==> src/design/spq2_pkg.sv <==
`timescale 1ns / 1ps
`default_nettype none

package spq2_pkg;

   // Queue geometry
   localparam int QUEUE_DEPTH = 64;
   localparam int PTR_W       = (QUEUE_DEPTH > 1) ? $clog2(QUEUE_DEPTH) : 1;
   localparam int CNT_W       = $clog2(QUEUE_DEPTH + 1);

   // Field widths
   localparam int HANDLE_W  = 16;
   localparam int PORT_W    = 16;
   localparam int RAND_W    = 16;
   localparam int PROB_W    = 17;
   localparam int CSR_IDX_W = 3;
   localparam int CSR_DAT_W = 17;

   // Register indexes
   localparam logic [CSR_IDX_W-1:0] CSR_PORT_A = 3'd0;
   localparam logic [CSR_IDX_W-1:0] CSR_PORT_B = 3'd1;
   localparam logic [CSR_IDX_W-1:0] CSR_PROB_A = 3'd2;
   localparam logic [CSR_IDX_W-1:0] CSR_PROB_B = 3'd3;

   // Register reset values
   localparam logic [PORT_W-1:0] PORT_A_RESET = 16'd4000;
   localparam logic [PORT_W-1:0] PORT_B_RESET = 16'd5000;
   localparam logic [PROB_W-1:0] PROB_ONE     = 17'd65536;

   // Command and class codes
   localparam logic CMD_ENQ   = 1'b0;
   localparam logic CMD_DEQ   = 1'b1;
   localparam logic CLS_HIGH  = 1'b0;
   localparam logic CLS_LOW   = 1'b1;

   // Queue control toward one FIFO
   typedef struct packed {
      logic push;
      logic pop;
   } fifo_ctl_type;

   // Queue status back from one FIFO
   typedef struct packed {
      logic empty;
      logic full;
   } fifo_stat_type;

endpackage

`default_nettype wire

==> src/design/spq2_ram.sv <==
`timescale 1ns / 1ps
`default_nettype none

module spq2_ram #(
   parameter int WIDTH = 16,
   parameter int DEPTH = 64
) (
   input  wire logic                           clock,
   input  wire logic                           wr_en,
   input  wire logic [$clog2(DEPTH)-1:0]       wr_addr,
   input  wire logic [WIDTH-1:0]               wr_data,
   input  wire logic                           rd_en,
   input  wire logic [$clog2(DEPTH)-1:0]       rd_addr,
   output logic      [WIDTH-1:0]               rd_data
);

   logic [WIDTH-1:0] mem [DEPTH];
   logic [WIDTH-1:0] rd_data_ff;

   // One write port, one registered read port
   always_ff @(posedge clock) begin
      if (wr_en) begin
         mem[wr_addr] <= wr_data;
      end
      if (rd_en) begin
         rd_data_ff <= mem[rd_addr];
      end
   end

   assign rd_data = rd_data_ff;

endmodule

`default_nettype wire

==> src/design/spq2_fifo.sv <==
`timescale 1ns / 1ps
`default_nettype none

module spq2_fifo (
   input  wire logic                          clock,
   input  wire logic                          reset,
   input  wire spq2_pkg::fifo_ctl_type        ctl,
   input  wire logic [spq2_pkg::HANDLE_W-1:0] wr_handle,
   output spq2_pkg::fifo_stat_type            stat,
   output logic      [spq2_pkg::HANDLE_W-1:0] rd_handle
);

   logic [spq2_pkg::PTR_W-1:0] head_ff, head_in;
   logic [spq2_pkg::PTR_W-1:0] tail_ff, tail_in;
   logic [spq2_pkg::CNT_W-1:0] count_ff, count_in;

   // Wrapping pointer advance
   function automatic logic [spq2_pkg::PTR_W-1:0] ptr_next(
      input logic [spq2_pkg::PTR_W-1:0] p
   );
      logic [spq2_pkg::PTR_W-1:0] last;
      last = spq2_pkg::PTR_W'(spq2_pkg::QUEUE_DEPTH - 1);
      return (p == last) ? '0 : p + 1'b1;
   endfunction

   // Slot storage: write at tail on push, read at head on pop
   spq2_ram #(
      .WIDTH (spq2_pkg::HANDLE_W),
      .DEPTH (spq2_pkg::QUEUE_DEPTH)
   ) u_ram (
      .clock   (clock),
      .wr_en   (ctl.push),
      .wr_addr (tail_ff),
      .wr_data (wr_handle),
      .rd_en   (ctl.pop),
      .rd_addr (head_ff),
      .rd_data (rd_handle)
   );

   // Pointer and count update
   always_comb begin
      head_in  = head_ff;
      tail_in  = tail_ff;
      count_in = count_ff;
      if (ctl.push) begin
         tail_in = ptr_next(tail_ff);
      end
      if (ctl.pop) begin
         head_in = ptr_next(head_ff);
      end
      if (ctl.push && !ctl.pop) begin
         count_in = count_ff + 1'b1;
      end else if (ctl.pop && !ctl.push) begin
         count_in = count_ff - 1'b1;
      end
   end

   always_ff @(posedge clock) begin
      if (reset) begin
         head_ff  <= '0;
         tail_ff  <= '0;
         count_ff <= '0;
      end else begin
         head_ff  <= head_in;
         tail_ff  <= tail_in;
         count_ff <= count_in;
      end
   end

   assign stat.empty = (count_ff == '0);
   assign stat.full  = (count_ff == spq2_pkg::CNT_W'(spq2_pkg::QUEUE_DEPTH));

endmodule

`default_nettype wire

==> src/design/strict_priority_two_class_queue_core.sv <==
`timescale 1ns / 1ps
`default_nettype none

// Channel   Handshake                 Payload
// request   start / busy              req_cmd, req_packet_handle, req_dest_port,
//                                     req_rand_value
// response  rsp_strobe (one cycle)    rsp_accepted, rsp_class_index, rsp_out_valid,
//                                     rsp_out_handle
// register  csr_valid / csr_ready     csr_index, csr_data
//
// The response appears in the cycle after acceptance.
// Beats may be issued every cycle when not busy: the FIFO RAMs are written and
// read at the accept edge, so a later beat always sees the previous one's pointers
// and data. The response cycle is set by the registered read of the FIFO RAMs.
// Reset is synchronous; busy is high during reset and the cycle after it.
// The FIFO RAMs are not cleared; only pointers and counts reset.
// The response side cannot stall: the strobe is never held.

module strict_priority_two_class_queue_core (
   input  wire logic                           clock,
   input  wire logic                           reset,
   input  wire logic                           start,
   output logic                                busy,
   input  wire logic                           req_cmd,
   input  wire logic [spq2_pkg::HANDLE_W-1:0]  req_packet_handle,
   input  wire logic [spq2_pkg::PORT_W-1:0]    req_dest_port,
   input  wire logic [spq2_pkg::RAND_W-1:0]    req_rand_value,
   output logic                                rsp_strobe,
   output logic                                rsp_accepted,
   output logic                                rsp_class_index,
   output logic                                rsp_out_valid,
   output logic      [spq2_pkg::HANDLE_W-1:0]  rsp_out_handle,
   input  wire logic                           csr_valid,
   output logic                                csr_ready,
   input  wire logic [spq2_pkg::CSR_IDX_W-1:0] csr_index,
   input  wire logic [spq2_pkg::CSR_DAT_W-1:0] csr_data
);

   logic [spq2_pkg::PORT_W-1:0] port_a_ff;
   logic [spq2_pkg::PORT_W-1:0] port_b_ff;
   logic [spq2_pkg::PROB_W-1:0] prob_a_ff;
   logic [spq2_pkg::PROB_W-1:0] prob_b_ff;

   logic busy_ff;
   logic strobe_ff, strobe_in;
   logic accepted_ff, accepted_in;
   logic class_ff, class_in;
   logic hit_ff, hit_in;

   logic item;
   logic enq_class;
   logic rand_lt_a;
   logic rand_lt_b;
   logic enq_full;

   spq2_pkg::fifo_ctl_type  high_ctl, low_ctl;
   spq2_pkg::fifo_stat_type high_stat, low_stat;
   logic [spq2_pkg::HANDLE_W-1:0] high_rd, low_rd;

   // Register port
   assign csr_ready = 1'b1;

   always_ff @(posedge clock) begin
      if (reset) begin
         port_a_ff <= spq2_pkg::PORT_A_RESET;
         port_b_ff <= spq2_pkg::PORT_B_RESET;
         prob_a_ff <= spq2_pkg::PROB_ONE;
         prob_b_ff <= spq2_pkg::PROB_ONE;
      end else if (csr_valid && csr_ready) begin
         case (csr_index)
            spq2_pkg::CSR_PORT_A: port_a_ff <= csr_data[spq2_pkg::PORT_W-1:0];
            spq2_pkg::CSR_PORT_B: port_b_ff <= csr_data[spq2_pkg::PORT_W-1:0];
            spq2_pkg::CSR_PROB_A: prob_a_ff <= csr_data;
            spq2_pkg::CSR_PROB_B: prob_b_ff <= csr_data;
            default: ;
         endcase
      end
   end

   // Accept
   assign busy = reset | busy_ff;
   assign item = start && !busy;

   // Classifier: port A rule wins when both ports match
   assign rand_lt_a = {1'b0, req_rand_value} < prob_a_ff;
   assign rand_lt_b = {1'b0, req_rand_value} < prob_b_ff;

   always_comb begin
      if (req_dest_port == port_a_ff) begin
         enq_class = rand_lt_a ? spq2_pkg::CLS_HIGH : spq2_pkg::CLS_LOW;
      end else if (req_dest_port == port_b_ff) begin
         enq_class = rand_lt_b ? spq2_pkg::CLS_LOW : spq2_pkg::CLS_HIGH;
      end else begin
         enq_class = spq2_pkg::CLS_LOW;
      end
   end

   assign enq_full = (enq_class == spq2_pkg::CLS_HIGH) ? high_stat.full : low_stat.full;

   // Push and pop decisions, response fields
   always_comb begin
      high_ctl    = '0;
      low_ctl     = '0;
      accepted_in = 1'b0;
      class_in    = spq2_pkg::CLS_HIGH;
      hit_in      = 1'b0;
      strobe_in   = item;
      if (item) begin
         if (req_cmd == spq2_pkg::CMD_ENQ) begin
            class_in    = enq_class;
            accepted_in = !enq_full;
            if (enq_class == spq2_pkg::CLS_HIGH) begin
               high_ctl.push = !enq_full;
            end else begin
               low_ctl.push = !enq_full;
            end
         end else if (!high_stat.empty) begin
            high_ctl.pop = 1'b1;
            hit_in       = 1'b1;
         end else if (!low_stat.empty) begin
            low_ctl.pop = 1'b1;
            class_in    = spq2_pkg::CLS_LOW;
            hit_in      = 1'b1;
         end
      end
   end

   spq2_fifo u_high (
      .clock     (clock),
      .reset     (reset),
      .ctl       (high_ctl),
      .wr_handle (req_packet_handle),
      .stat      (high_stat),
      .rd_handle (high_rd)
   );

   spq2_fifo u_low (
      .clock     (clock),
      .reset     (reset),
      .ctl       (low_ctl),
      .wr_handle (req_packet_handle),
      .stat      (low_stat),
      .rd_handle (low_rd)
   );

   // Response register
   always_ff @(posedge clock) begin
      if (reset) begin
         busy_ff   <= 1'b1;
         strobe_ff <= 1'b0;
      end else begin
         busy_ff   <= 1'b0;
         strobe_ff <= strobe_in;
      end
      accepted_ff <= accepted_in;
      class_ff    <= class_in;
      hit_ff      <= hit_in;
   end

   assign rsp_strobe      = strobe_ff;
   assign rsp_accepted    = strobe_ff & accepted_ff;
   assign rsp_class_index = strobe_ff & class_ff;
   assign rsp_out_valid   = strobe_ff & hit_ff;
   assign rsp_out_handle  = !rsp_out_valid ? '0 :
                            (class_ff == spq2_pkg::CLS_LOW) ? low_rd : high_rd;

endmodule

`default_nettype wire

==> config.mk <==
export PLATFORM = sky130hd
export DESIGN_NAME = strict_priority_two_class_queue_core
export DESIGN_NICKNAME = d
export VERILOG_FILES = /design/src/design/spq2_pkg.sv /design/src/design/spq2_ram.sv /design/src/design/spq2_fifo.sv /design/src/design/strict_priority_two_class_queue_core.sv
export SDC_FILE = /design/constraint.sdc
export NUM_CORES = 2
export LEC_CHECK = 0
export BUFFER_PORTS_ARGS = -buffer_cell sky130_fd_sc_hd__buf_2
export CORE_MARGIN = 8
export CORE_UTILIZATION = 63
export CTS_CLUSTER_SIZE = 24
export DETAILED_ROUTE_END_ITERATION = 10
export PLACE_DENSITY_LB_ADDON = 0.08
export SYNTH_ARGS = -nofsm -noshare
export SYNTH_HDL_FRONTEND = slang
export SYNTH_SLANG_ARGS = --single-unit
==> constraint.sdc <==
create_clock -name clock -period 6.52 [get_ports clock]
set_clock_uncertainty 0.15 [all_clocks]
set_input_delay 1.304 -clock clock [delete_from_list [all_inputs] [get_ports clock]]
set_output_delay 1.304 -clock clock [all_outputs]
set_load 0.01 [all_outputs]
==> flow_summary.json <==
{
  "antenna_found_initial": 19,
  "switching_power_mw": 5.42,
  "setup_tns_ns": 0,
  "power_density_nw_per_um2": 290,
  "clock.fmax_mhz": 202,
  "port_buffers": 93,
  "synth_nets": 3969,
  "drv_slew": 0,
  "fp.dieH_um": 383,
  "ant_nets": 0,
  "cts_resized": 0,
  "fin_area_um2": 95100,
  "cp.required_ns": 7.10,
  "place_ws_ns": 0.818,
  "gr-total-overflow": 0,
  "fin_hold_ws_ns": 0.307,
  "intPower_mw": 22.1,
  "synthFlopType": "edfxtp_1",
  "final_util_pct": 70.5,
  "crit_type": "input pin to register",
  "netlist.area_leader.share_pct": 73.4,
  "ys_seq_area_share_pct": 76.0,
  "yosys-top-cells-area": "edfxtp_1 (73%), mux4_2 (18%), dfxtp_1 (2.6%), nor2_1 (0.79%), nand2_1 (0.74%)",
  "crit_arrival_ns": 5.53,
  "hold_violations": 0,
  "pin_count": 95,
  "syn_to_final_growth_pct": 11.8,
  "ir_drop_v": 0.000310,
  "tightest_slew_ns": 1.22,
  "cts_made_buffers": 206,
  "drc_errors": 0,
  "clock_latency_ns": 0.83,
  "routed_wirelength_um": 198000,
  "first_pass_iters": 6,
  "first_iter_violations": 5492,
  "post_cts_buffers": 0,
  "final_cells": 6081,
  "rsz0062_at_grt": "false",
  "core_region_area_um2": 135000,
  "cts_max_path_buffers": 3,
  "cts_tree": "built",
  "fp.dieArea_um2": 147000,
  "fin_crit_ns": 4.95,
  "gp_congestion": 0.967,
  "yosys.area.top_type": "edfxtp_1",
  "start_util_pct": 63.1,
  "maxCapViolations": 0,
  "p_total_mw": 27.5,
  "die_w_um": 383,
  "wire_per_inst_um": 32.6,
  "syn_area_um2": 85100,
  "root_buffer": "clkbuf_16",
  "avgSynthCellArea_um2": 22.1,
  "globalRouteTotalUtil_pct": 27.1,
  "crit_path_max_fanout": 13,
  "via_count": 41100,
  "post-route-period-util_pct": 76.0,
  "grt_pass1_wl_um": 288000,
  "hp-class": "register to register",
  "synth_seq_cells": 2189,
  "dpl_cell_area_um2": 88500,
  "synth_edf_count": 2080,
  "comb_power_share_pct": 2.0,
  "rows": 135,
  "p_sw_share_pct": 19.7,
  "grt_pass1_vias": 41400,
  "seqPwrFrac_pct": 56.0,
  "viasPerCell": 6.75,
  "outcome": "completed",
  "slew-limit-headroom_pct": 18.8,
  "crit_path_end_kind": "register",
  "clkSinkCount": 2189,
  "num-nets-final": 4248,
  "p_clk_share_pct": 42.0,
  "yosysUniqueCellTypes": 56,
  "fin_ws_ns": 1.57,
  "drive_gt1_share_pct": 29.3,
  "hpwlAfterDp_um": 118000,
  "dp_cells": 5698,
  "syn_inst": 3846,
  "grt_max_degree": 97,
  "cts_hold_buf": 0,
  "start_kind": "input pin",
  "ctsHtreeMaxLevel": 4,
  "report.final.setup_viol": 0,
  "yosys_warnings": 0,
  "leakage_nw": 29.0,
  "clk_pin_slew_ns": 0.06,
  "ys_async_sr_fraction_pct": 0
}
==> routing by layer <==
metal	share of wire (%)	vias up	GRT usage (%)
li1	-	16600	-
met4	2.1	8	6.23
met1	41	21900	41.4
met5	0.024	-	0
met2	47	2315	41.2
met3	10	276	5.90
==> power groups by stage <==
stage | Clock, mW | Combinational, mW | Sequential [mW]
3_3_place_gp | 0 | 0.515 | 15.7
4_1_cts | 11.7 | 0.548 | 15.4
6_report | 11.6 | 0.547 | 15.4
3_5_place_dp | 0 | 0.546 | 15.7
2_1_floorplan | 0 | 0.221 | 15.7
5_1_grt | 12.3 | 0.587 | 15.4
==> cells by family after synthesis <==
group                    count (synthesis)  synth area share (%)
AO/OA/AOI/OAI                          140                 0.961
XOR/XNOR                                54                 0.556
adder cells (fa/ha/maj)                 50                 0.753
buffers and inverters                  257                  1.30
flip-flops                            2189                  76.0
multiplexers                           696                  18.1
other                                    1               0.00441
AND/OR/NAND/NOR                        459                  2.35
==> layout make-up <==
| cell class | count | area, um^2 |
|---|---|---|
| clock buffer | 255 | 5460 |
| clock inverter | 124 | 1070 |
| antenna | 4 | 10.0 |
| fill | 7957 | 39700 |
| inverter | 51 | 191 |
| timing repair buffer | 277 | 2070 |
| tap | 1781 | 2230 |
| sequential | 2189 | 64700 |
| multi-input combinational | 1400 | 19400 |
==> flip-flops by register name (all words and copies together), names as in the netlist <==
signal	flops
u_low.tail_ff	6
busy_ff	1
prob_a_ff	17
u_low.count_ff	7
class_ff	1
u_low.u_ram.mem	1024
prob_b_ff	17
port_a_ff	16
u_high.u_ram.mem	1024
accepted_ff	1
hit_ff	1
port_b_ff	16
u_high.tail_ff	6
u_high.count_ff	7
u_low.u_ram.rd_data	16
rsp_strobe	1
u_high.head_ff	6
u_high.u_ram.rd_data	16
u_low.head_ff	6
==> placed cells by master (no fill, tap or decap), types with 42 or more instances in the layout <==
master and count:
edfxtp_1 2080, mux4_2 672, clkbuf_16 211, buf_4 185, nor2_1 178, nand2_1 167
dfxtp_1 101, a21oi_1 91, buf_2 77, clkinv_1 51, inv_1 50, ha_1 48
clkbuf_1 43, clkinv_2 42
==> path summary, 6_finish.rpt <==
kind                               from                         endpoint  slack [ns]  cells past startpoint
max                   req_rand_value[8]  u_high.count_ff[6]$_SDFFE_PP0P_        1.57                     20
max reg2reg   prob_b_ff[7]$_SDFFE_PP0P_  u_high.count_ff[6]$_SDFFE_PP0P_        1.81                     20
min reg2reg  prob_b_ff[10]$_SDFFE_PP0P_       prob_b_ff[10]$_SDFFE_PP0P_        0.31                      2
min          prob_b_ff[10]$_SDFFE_PP0P_       prob_b_ff[10]$_SDFFE_PP0P_        0.31                      2
==> critical path, stage by stage <==
cell	delay [ns]
buf_2	0.12
ha_1	0.30
and3_1	0.21
a221oi_1	0.28
a21oi_1	0.13
o311a_1	0.38
a21o_1	0.36
nand2_1	0.14
buf_4	0.20
inv_1	0.08
ha_1	0.23
inv_1	0.22
ha_1	0.33
a21o_1	0.19
a21oi_1	0.22
o21bai_1	0.10
a21oi_1	0.18
xnor2_1	0.10
or3_1	0.30
a21oi_1	0.14
==> cells in the mapped netlist (2+ instances only) <==
library cell / instances
edfxtp_1: 2080
or2_2: 3
buf_1: 23
a211oi_1: 4
xor2_1: 24
buf_2: 49
nand4_1: 17
mux2i_1: 24
clkbuf_1: 118
nand3_1: 30
a21o_1: 8
mux4_2: 672
nor3_1: 4
or3_1: 11
a21oi_1: 91
fa_1: 2
a31o_2: 3
and3_1: 5
buf_4: 10
and2_1: 4
and4b_1: 2
o311ai_0: 4
or4_1: 8
xnor2_1: 30
ha_1: 48
o21ai_0: 11
nor2_1: 178
inv_1: 50
o21bai_1: 5
buf_6: 6
nand2_1: 167
nand2b_1: 5
dfxtp_1: 109
a221oi_1: 2
nor2b_1: 5
nor4_1: 14
(Power assumes the default switching activity.)
